`config.mk`:
```
export PLATFORM = sky130hd
export DESIGN_NAME = ship_ctrl
export DESIGN_NICKNAME = d
export VERILOG_FILES = /design/src/rtl/ship_pkg.sv /design/src/rtl/ship_ctrl.sv
export SDC_FILE = /design/constraint.sdc
export NUM_CORES = 1
export LEC_CHECK = 0
export ABC_CLOCK_PERIOD_IN_PS = 1450
export BUFFER_PORTS_ARGS = -buffer_cell sky130_fd_sc_hd__buf_2
export CAP_MARGIN = 30
export CELL_PAD_IN_SITES_DETAIL_PLACEMENT = 1
export CELL_PAD_IN_SITES_GLOBAL_PLACEMENT = 2
export CORE_UTILIZATION = 19
export DETAILED_ROUTE_END_ITERATION = 8
export GPL_TIMING_DRIVEN = 0
export HOLD_SLACK_MARGIN = 0.08
export PLACE_DENSITY_LB_ADDON = 0.1
export SYNTH_ARGS = -nofsm -noshare
export SYNTH_HDL_FRONTEND = slang
export SYNTH_SLANG_ARGS = --single-unit
```
`constraint.sdc`:
```
create_clock -name i_clk -period 1.45 [get_ports i_clk]
set_input_delay 0.0725 -clock i_clk [delete_from_list [all_inputs] [get_ports i_clk]]
set_output_delay 0.0725 -clock i_clk [all_outputs]
set_load 0.01 [all_outputs]
```
`src/rtl/ship_pkg.sv`:
```
// Shared beat types, action codes, controller states and control structs.
`timescale 1ns / 1ps

package ship_pkg;

    localparam logic [1:0] ACT_HIT    = 2'd0;
    localparam logic [1:0] ACT_FILL   = 2'd1;
    localparam logic [1:0] ACT_VICTIM = 2'd2;

    typedef struct packed {
        logic [1:0]  action;
        logic [9:0]  set_index;
        logic [3:0]  way;
        logic [13:0] signature;
    } t_in_beat;

    typedef struct packed {
        logic [3:0] victim_way;
        logic       victim_invalid;
    } t_out_beat;

    typedef enum logic [2:0] {
        ST_CLEAR,
        ST_IDLE,
        ST_REDUCE,
        ST_EVAL,
        ST_COUNT,
        ST_PUSH
    } t_state;

    typedef struct packed {
        logic clr;
        logic load;
        logic reduce;
        logic eval;
        logic count;
        logic push;
    } t_dp_cmd;

    typedef struct packed {
        logic       clr_last;
        logic [1:0] act;
        logic       way_ok;
        logic       train;
        logic       out_free;
    } t_dp_sts;

endpackage

```
`src/rtl/ship_ctrl.sv`:
```
// Sequencer for clearing, reduction, evaluation, counter training and result push.
`timescale 1ns / 1ps

module ship_ctrl (
    input  logic              i_clk,
    input  logic              i_rst_n,
    input  logic              i_in_valid,
    output logic              o_in_stall,
    input  ship_pkg::t_dp_sts i_sts,
    output ship_pkg::t_dp_cmd o_cmd
);
    import ship_pkg::*;

    t_state r_state;
    t_state n_state;

    always_ff @(posedge i_clk) begin
        if (!i_rst_n) begin
            r_state <= ST_CLEAR;
        end else begin
            r_state <= n_state;
        end
    end

    always_comb begin
        n_state = r_state;
        case (r_state)
            ST_CLEAR: begin
                if (i_sts.clr_last) n_state = ST_IDLE;
            end
            ST_IDLE: begin
                if (i_in_valid) n_state = ST_REDUCE;
            end
            ST_REDUCE: begin
                n_state = ST_EVAL;
            end
            ST_EVAL: begin
                case (i_sts.act)
                    ACT_HIT:    n_state = i_sts.way_ok ? ST_COUNT : ST_IDLE;
                    ACT_VICTIM: n_state = i_sts.train ? ST_COUNT : ST_PUSH;
                    default:    n_state = ST_IDLE;
                endcase
            end
            ST_COUNT: begin
                n_state = (i_sts.act == ACT_VICTIM) ? ST_PUSH : ST_IDLE;
            end
            ST_PUSH: begin
                if (i_sts.out_free) n_state = ST_IDLE;
            end
            default: begin
                n_state = ST_IDLE;
            end
        endcase
    end

    always_comb begin
        o_cmd      = '0;
        o_in_stall = 1'b1;
        case (r_state)
            ST_CLEAR:  o_cmd.clr = 1'b1;
            ST_IDLE: begin
                o_in_stall = 1'b0;
                o_cmd.load = i_in_valid;
            end
            ST_REDUCE: o_cmd.reduce = 1'b1;
            ST_EVAL:   o_cmd.eval = 1'b1;
            ST_COUNT:  o_cmd.count = 1'b1;
            ST_PUSH:   o_cmd.push = i_sts.out_free;
            default:   o_cmd = '0;
        endcase
    end

    a_count_after_eval: assert property (@(posedge i_clk) disable iff (!i_rst_n)
        (r_state == ST_COUNT) |-> ($past(r_state) == ST_EVAL))
        else $error("counter update not preceded by evaluation");

    a_push_victim_only: assert property (@(posedge i_clk) disable iff (!i_rst_n)
        (r_state == ST_PUSH) |-> (i_sts.act == ACT_VICTIM))
        else $error("result push for a non-victim beat");

    a_reduce_after_load: assert property (@(posedge i_clk) disable iff (!i_rst_n)
        (r_state == ST_REDUCE) |-> $past(o_cmd.load))
        else $error("reduction without a loaded beat");

endmodule

```
==> run_results.csv <==
group,metric,value,unit
cells_and_area,largest-register,"r_state",
route,drcViolationCount,0,
placed_design,gp_congestion,0.6720,
route,routed_wl,710,microns
floorplanning,initial_utilization,21.37,%
cts,clock_path_buffers,2,
cts,ctsHoldBuffers,0,
cells_and_area,fillCellCount,155,
route,avgViaCountPerCell,4.746,
worst_setup_path,rrSetupSlack,0.17,ns
cts,clock_sinks,3,
yosys,synthCells,30,
timing,setup_violations,0,
worst_setup_path,critPathArrivalTime,1.22,ns
worst_setup_path,path_cells,"buf_6 > nor2_1 > and3_1 > buf_2",
worst_setup_path,reg2reg_depth,4,
min_path,holdPathEnd,"r_state[2]",
yosys,synth_seq_cells,3,
worst_setup_path,path_max_fanout,9,
worst_setup_path,cp_top_family,"simple AND/OR/NAND/NOR gates",
cells_and_area,final_cells,63,
flow_run,maxCapViolations,0,
timing,drv_slew,0,
cts,postCtsSetupBuffers,0,
floorplanning,ioPinCount,16,
min_path,hp-class,"input port to flip-flop",
placed_design,portBuffers,15,
power_and_ir_drop,p_seq_share,25.8,%
worst_setup_path,startpoint_type,"flip-flop",
worst_setup_path,r2r_end,"r_state[0]",
power_and_ir_drop,p_int,0.2858,mW
cells_and_area,mostFrequentLayoutCells,"15 x buf_2, 5 x nand2_1, 3 x clkbuf_4, 3 x dfxtp_1",
yosys,synth_area_leaders,"dfxtp_1 24%, mux2i_1 8.0%, nand2_1 7.5%, nor3b_1 6.0%, a211oi_2 5.0%",
timing,timing.final.crit_share,89.45,%
route,ant_nets,0,
cells_and_area,nets,59,
cts,cts_inserted_buffers,3,
status,status,"finished, final reports clean",
floorplanning,fp.dieW,38.29,microns
cts,htreeDepth,1,
yosys,synth_top_area_share,24.00,%
grt,track_usage,11.80,%
worst_setup_path,cp-end-kind,"primary output",
power_and_ir_drop,power_density,1176,nW/um^2
cells_and_area,reg.largest.list,"r_state: 3 flops",
floorplanning,core_area,1171,sq um
route,drtIter0Drc,2,
route,vias,299,
yosys,seq_area_frac_synth,24.00,%
power_and_ir_drop,p_switching,0.1483,mW
cts,root_buffer,"clkbuf_4",
timing,hold_viol_final,0,
power_and_ir_drop,pwr-share-comb,41.8,%
timing,fin_skew,0.0007960,ns
placed_design,place_inst,59,
floorplanning,rows,12,
timing,worst_hold_slack,0.1112,ns
cts,cts_tree,"done",
yosys,synth_top_area_cell,"dfxtp_1",
min_path,worstHoldStart,"i_rst_n",
grt,grt_pass1_wl,1179,microns
grt,grt_overflow,0,
cells_and_area,synthToLayoutAreaGrowth,47.50,%
timing,fmax,771.0,MHz
yosys,synthesis.nets,39,
power_and_ir_drop,p_sw_share,34.17,%
yosys,yosysUniqueCellTypes,20,
floorplanning,die_area,1466,sq um
power_and_ir_drop,leakage,0.1935,nW
cells_and_area,final_common_cell,"buf_2",
route,wl_per_cell,11.27,microns
cts,path_clk_slew,0.03,ns
cells_and_area,final_area,369.1,sq um
power_and_ir_drop,clockPowerShare,32.4,%
power_and_ir_drop,peakVddDrop,0.0004594,V
yosys,synth_warnings,0,
worst_setup_path,path_buf_inv,2,
cells_and_area,n_antenna_cell,0,
placed_design,dp_hpwl,574.2,microns
worst_setup_path,crit_path_top_delay_cell,"dfxtp_1",
grt,grt_pass1_vias,272,
yosys,postSynthAreaPerCell,8.341,sq um
timing,max-slew-margin-rel,80.99,%
grt,antenna_found_initial,0,
grt,grt_max_degree,11,
worst_setup_path,timing.rr.start,"r_state[0]",
min_path,hold_path_depth,2,
worst_setup_path,cp_slowest_stage_delay,0.30,ns
cells_and_area,final_layout_size_suffix_gt1_share,44.90,%
timing,period_minus_slack,1.297,ns
floorplanning,die_y,38.29,microns
yosys,synthesis.area,250.2,sq um
worst_setup_path,crit_required,1.38,ns
timing,rsz0062_at_grt,"no",
placed_design,placed_cell_area,342.8,sq um
route,drt_pass1_iterations,2,
cells_and_area,largest_reg_flops,3,
timing,finalSetupTns,0,ns
cts,post_cts_resized,0,
timing,tightest_slew,0.2841,ns
cts,clk_latency,0.23,ns
worst_setup_path,critPathKind,"flip-flop to primary output",
==> routing by layer <==
layer / up-vias / track usage (%) / wire (microns)
met4: 0 / 8.036 / 11
met5: - / 0 / 0
met1: 136 / 14.18 / 320
met2: 11 / 19.07 / 340
met3: 2 / 1.744 / 37
li1: 150 / - / -
==> area by class of cell <==
class	instances	area [sq um]	share of cell area, %
timing repair buffer	15	75.07	20.34
sequential	3	60.06	16.27
clock buffer	4	26.28	7.119
buffer	2	18.77	5.085
tap	14	17.52	4.746
multi-input combinational	25	171.4	46.44
==> cells in the mapped netlist <==
| cell | instances |
|---|---|
| nand2_1 | 5 |
| dfxtp_1 | 3 |
| a21oi_1 | 2 |
| mux2i_1 | 2 |
| nor2_1 | 2 |
| nor3b_1 | 2 |
| a211oi_2 | 1 |
| and3_1 | 1 |
| and3b_1 | 1 |
| and4b_1 | 1 |
| buf_4 | 1 |
| buf_6 | 1 |
| nand2b_1 | 1 |
| nor3_1 | 1 |
| nor3b_2 | 1 |
| o211a_1 | 1 |
| o21ai_0 | 1 |
| o21ai_1 | 1 |
| o311a_1 | 1 |
| or3b_1 | 1 |
==> per-stage QoR <==
stage | power (mW) | utilization, % | setup WS [ns]
finish | 0.4342 | 31.52 | 0.1530
global route | 0.4775 | 31.52 | 0.03631
CTS | 0.4429 | 31.52 | 0.1400
detailed placement | 0.2983 | 29.27 | 0.1823
global placement | 0.2927 | 29.27 | 0.2054
floorplan | 0.2338 | - | 0.2939
==> power by group through the flow <==
stage	combinational, mW	clock, mW	sequential, mW
detailed placement	0.185	0	0.114
CTS	0.185	0.145	0.112
global placement	0.180	0	0.113
finish	0.182	0.141	0.112
global route	0.205	0.158	0.115
floorplan	0.125	0	0.109
==> kinds of logic (layout without fill, tap and decap cells) <==
logic type / Yosys count / after routing / share of synthesized area, %
flip-flops: 3 / 3 / 24.00
AND/OR/NAND/NOR: 16 / 16 / 39.50
AO/OA/AOI/OAI: 7 / 7 / 21.00
buffers and inverters: 2 / 21 / 7.501
multiplexers: 2 / 2 / 8.000
==> how the worst max path moves through the flow <==
| stage | start | to | slack, ns | depth (start not counted) |
|---|---|---|---|---|
| floorplan | r_state[2] | r_state[0] | 0.29 | 3 |
| global placement | r_state[0] | r_state[0] | 0.21 | 4 |
| detailed placement | r_state[0] | r_state[0] | 0.18 | 4 |
| CTS | r_state[2] | o_cmd[4] | 0.14 | 4 |
| global route | r_state[0] | r_state[0] | 0.04 | 4 |
| finish | r_state[2] | o_cmd[4] | 0.15 | 4 |
Power figures use the tool's default switching activity.
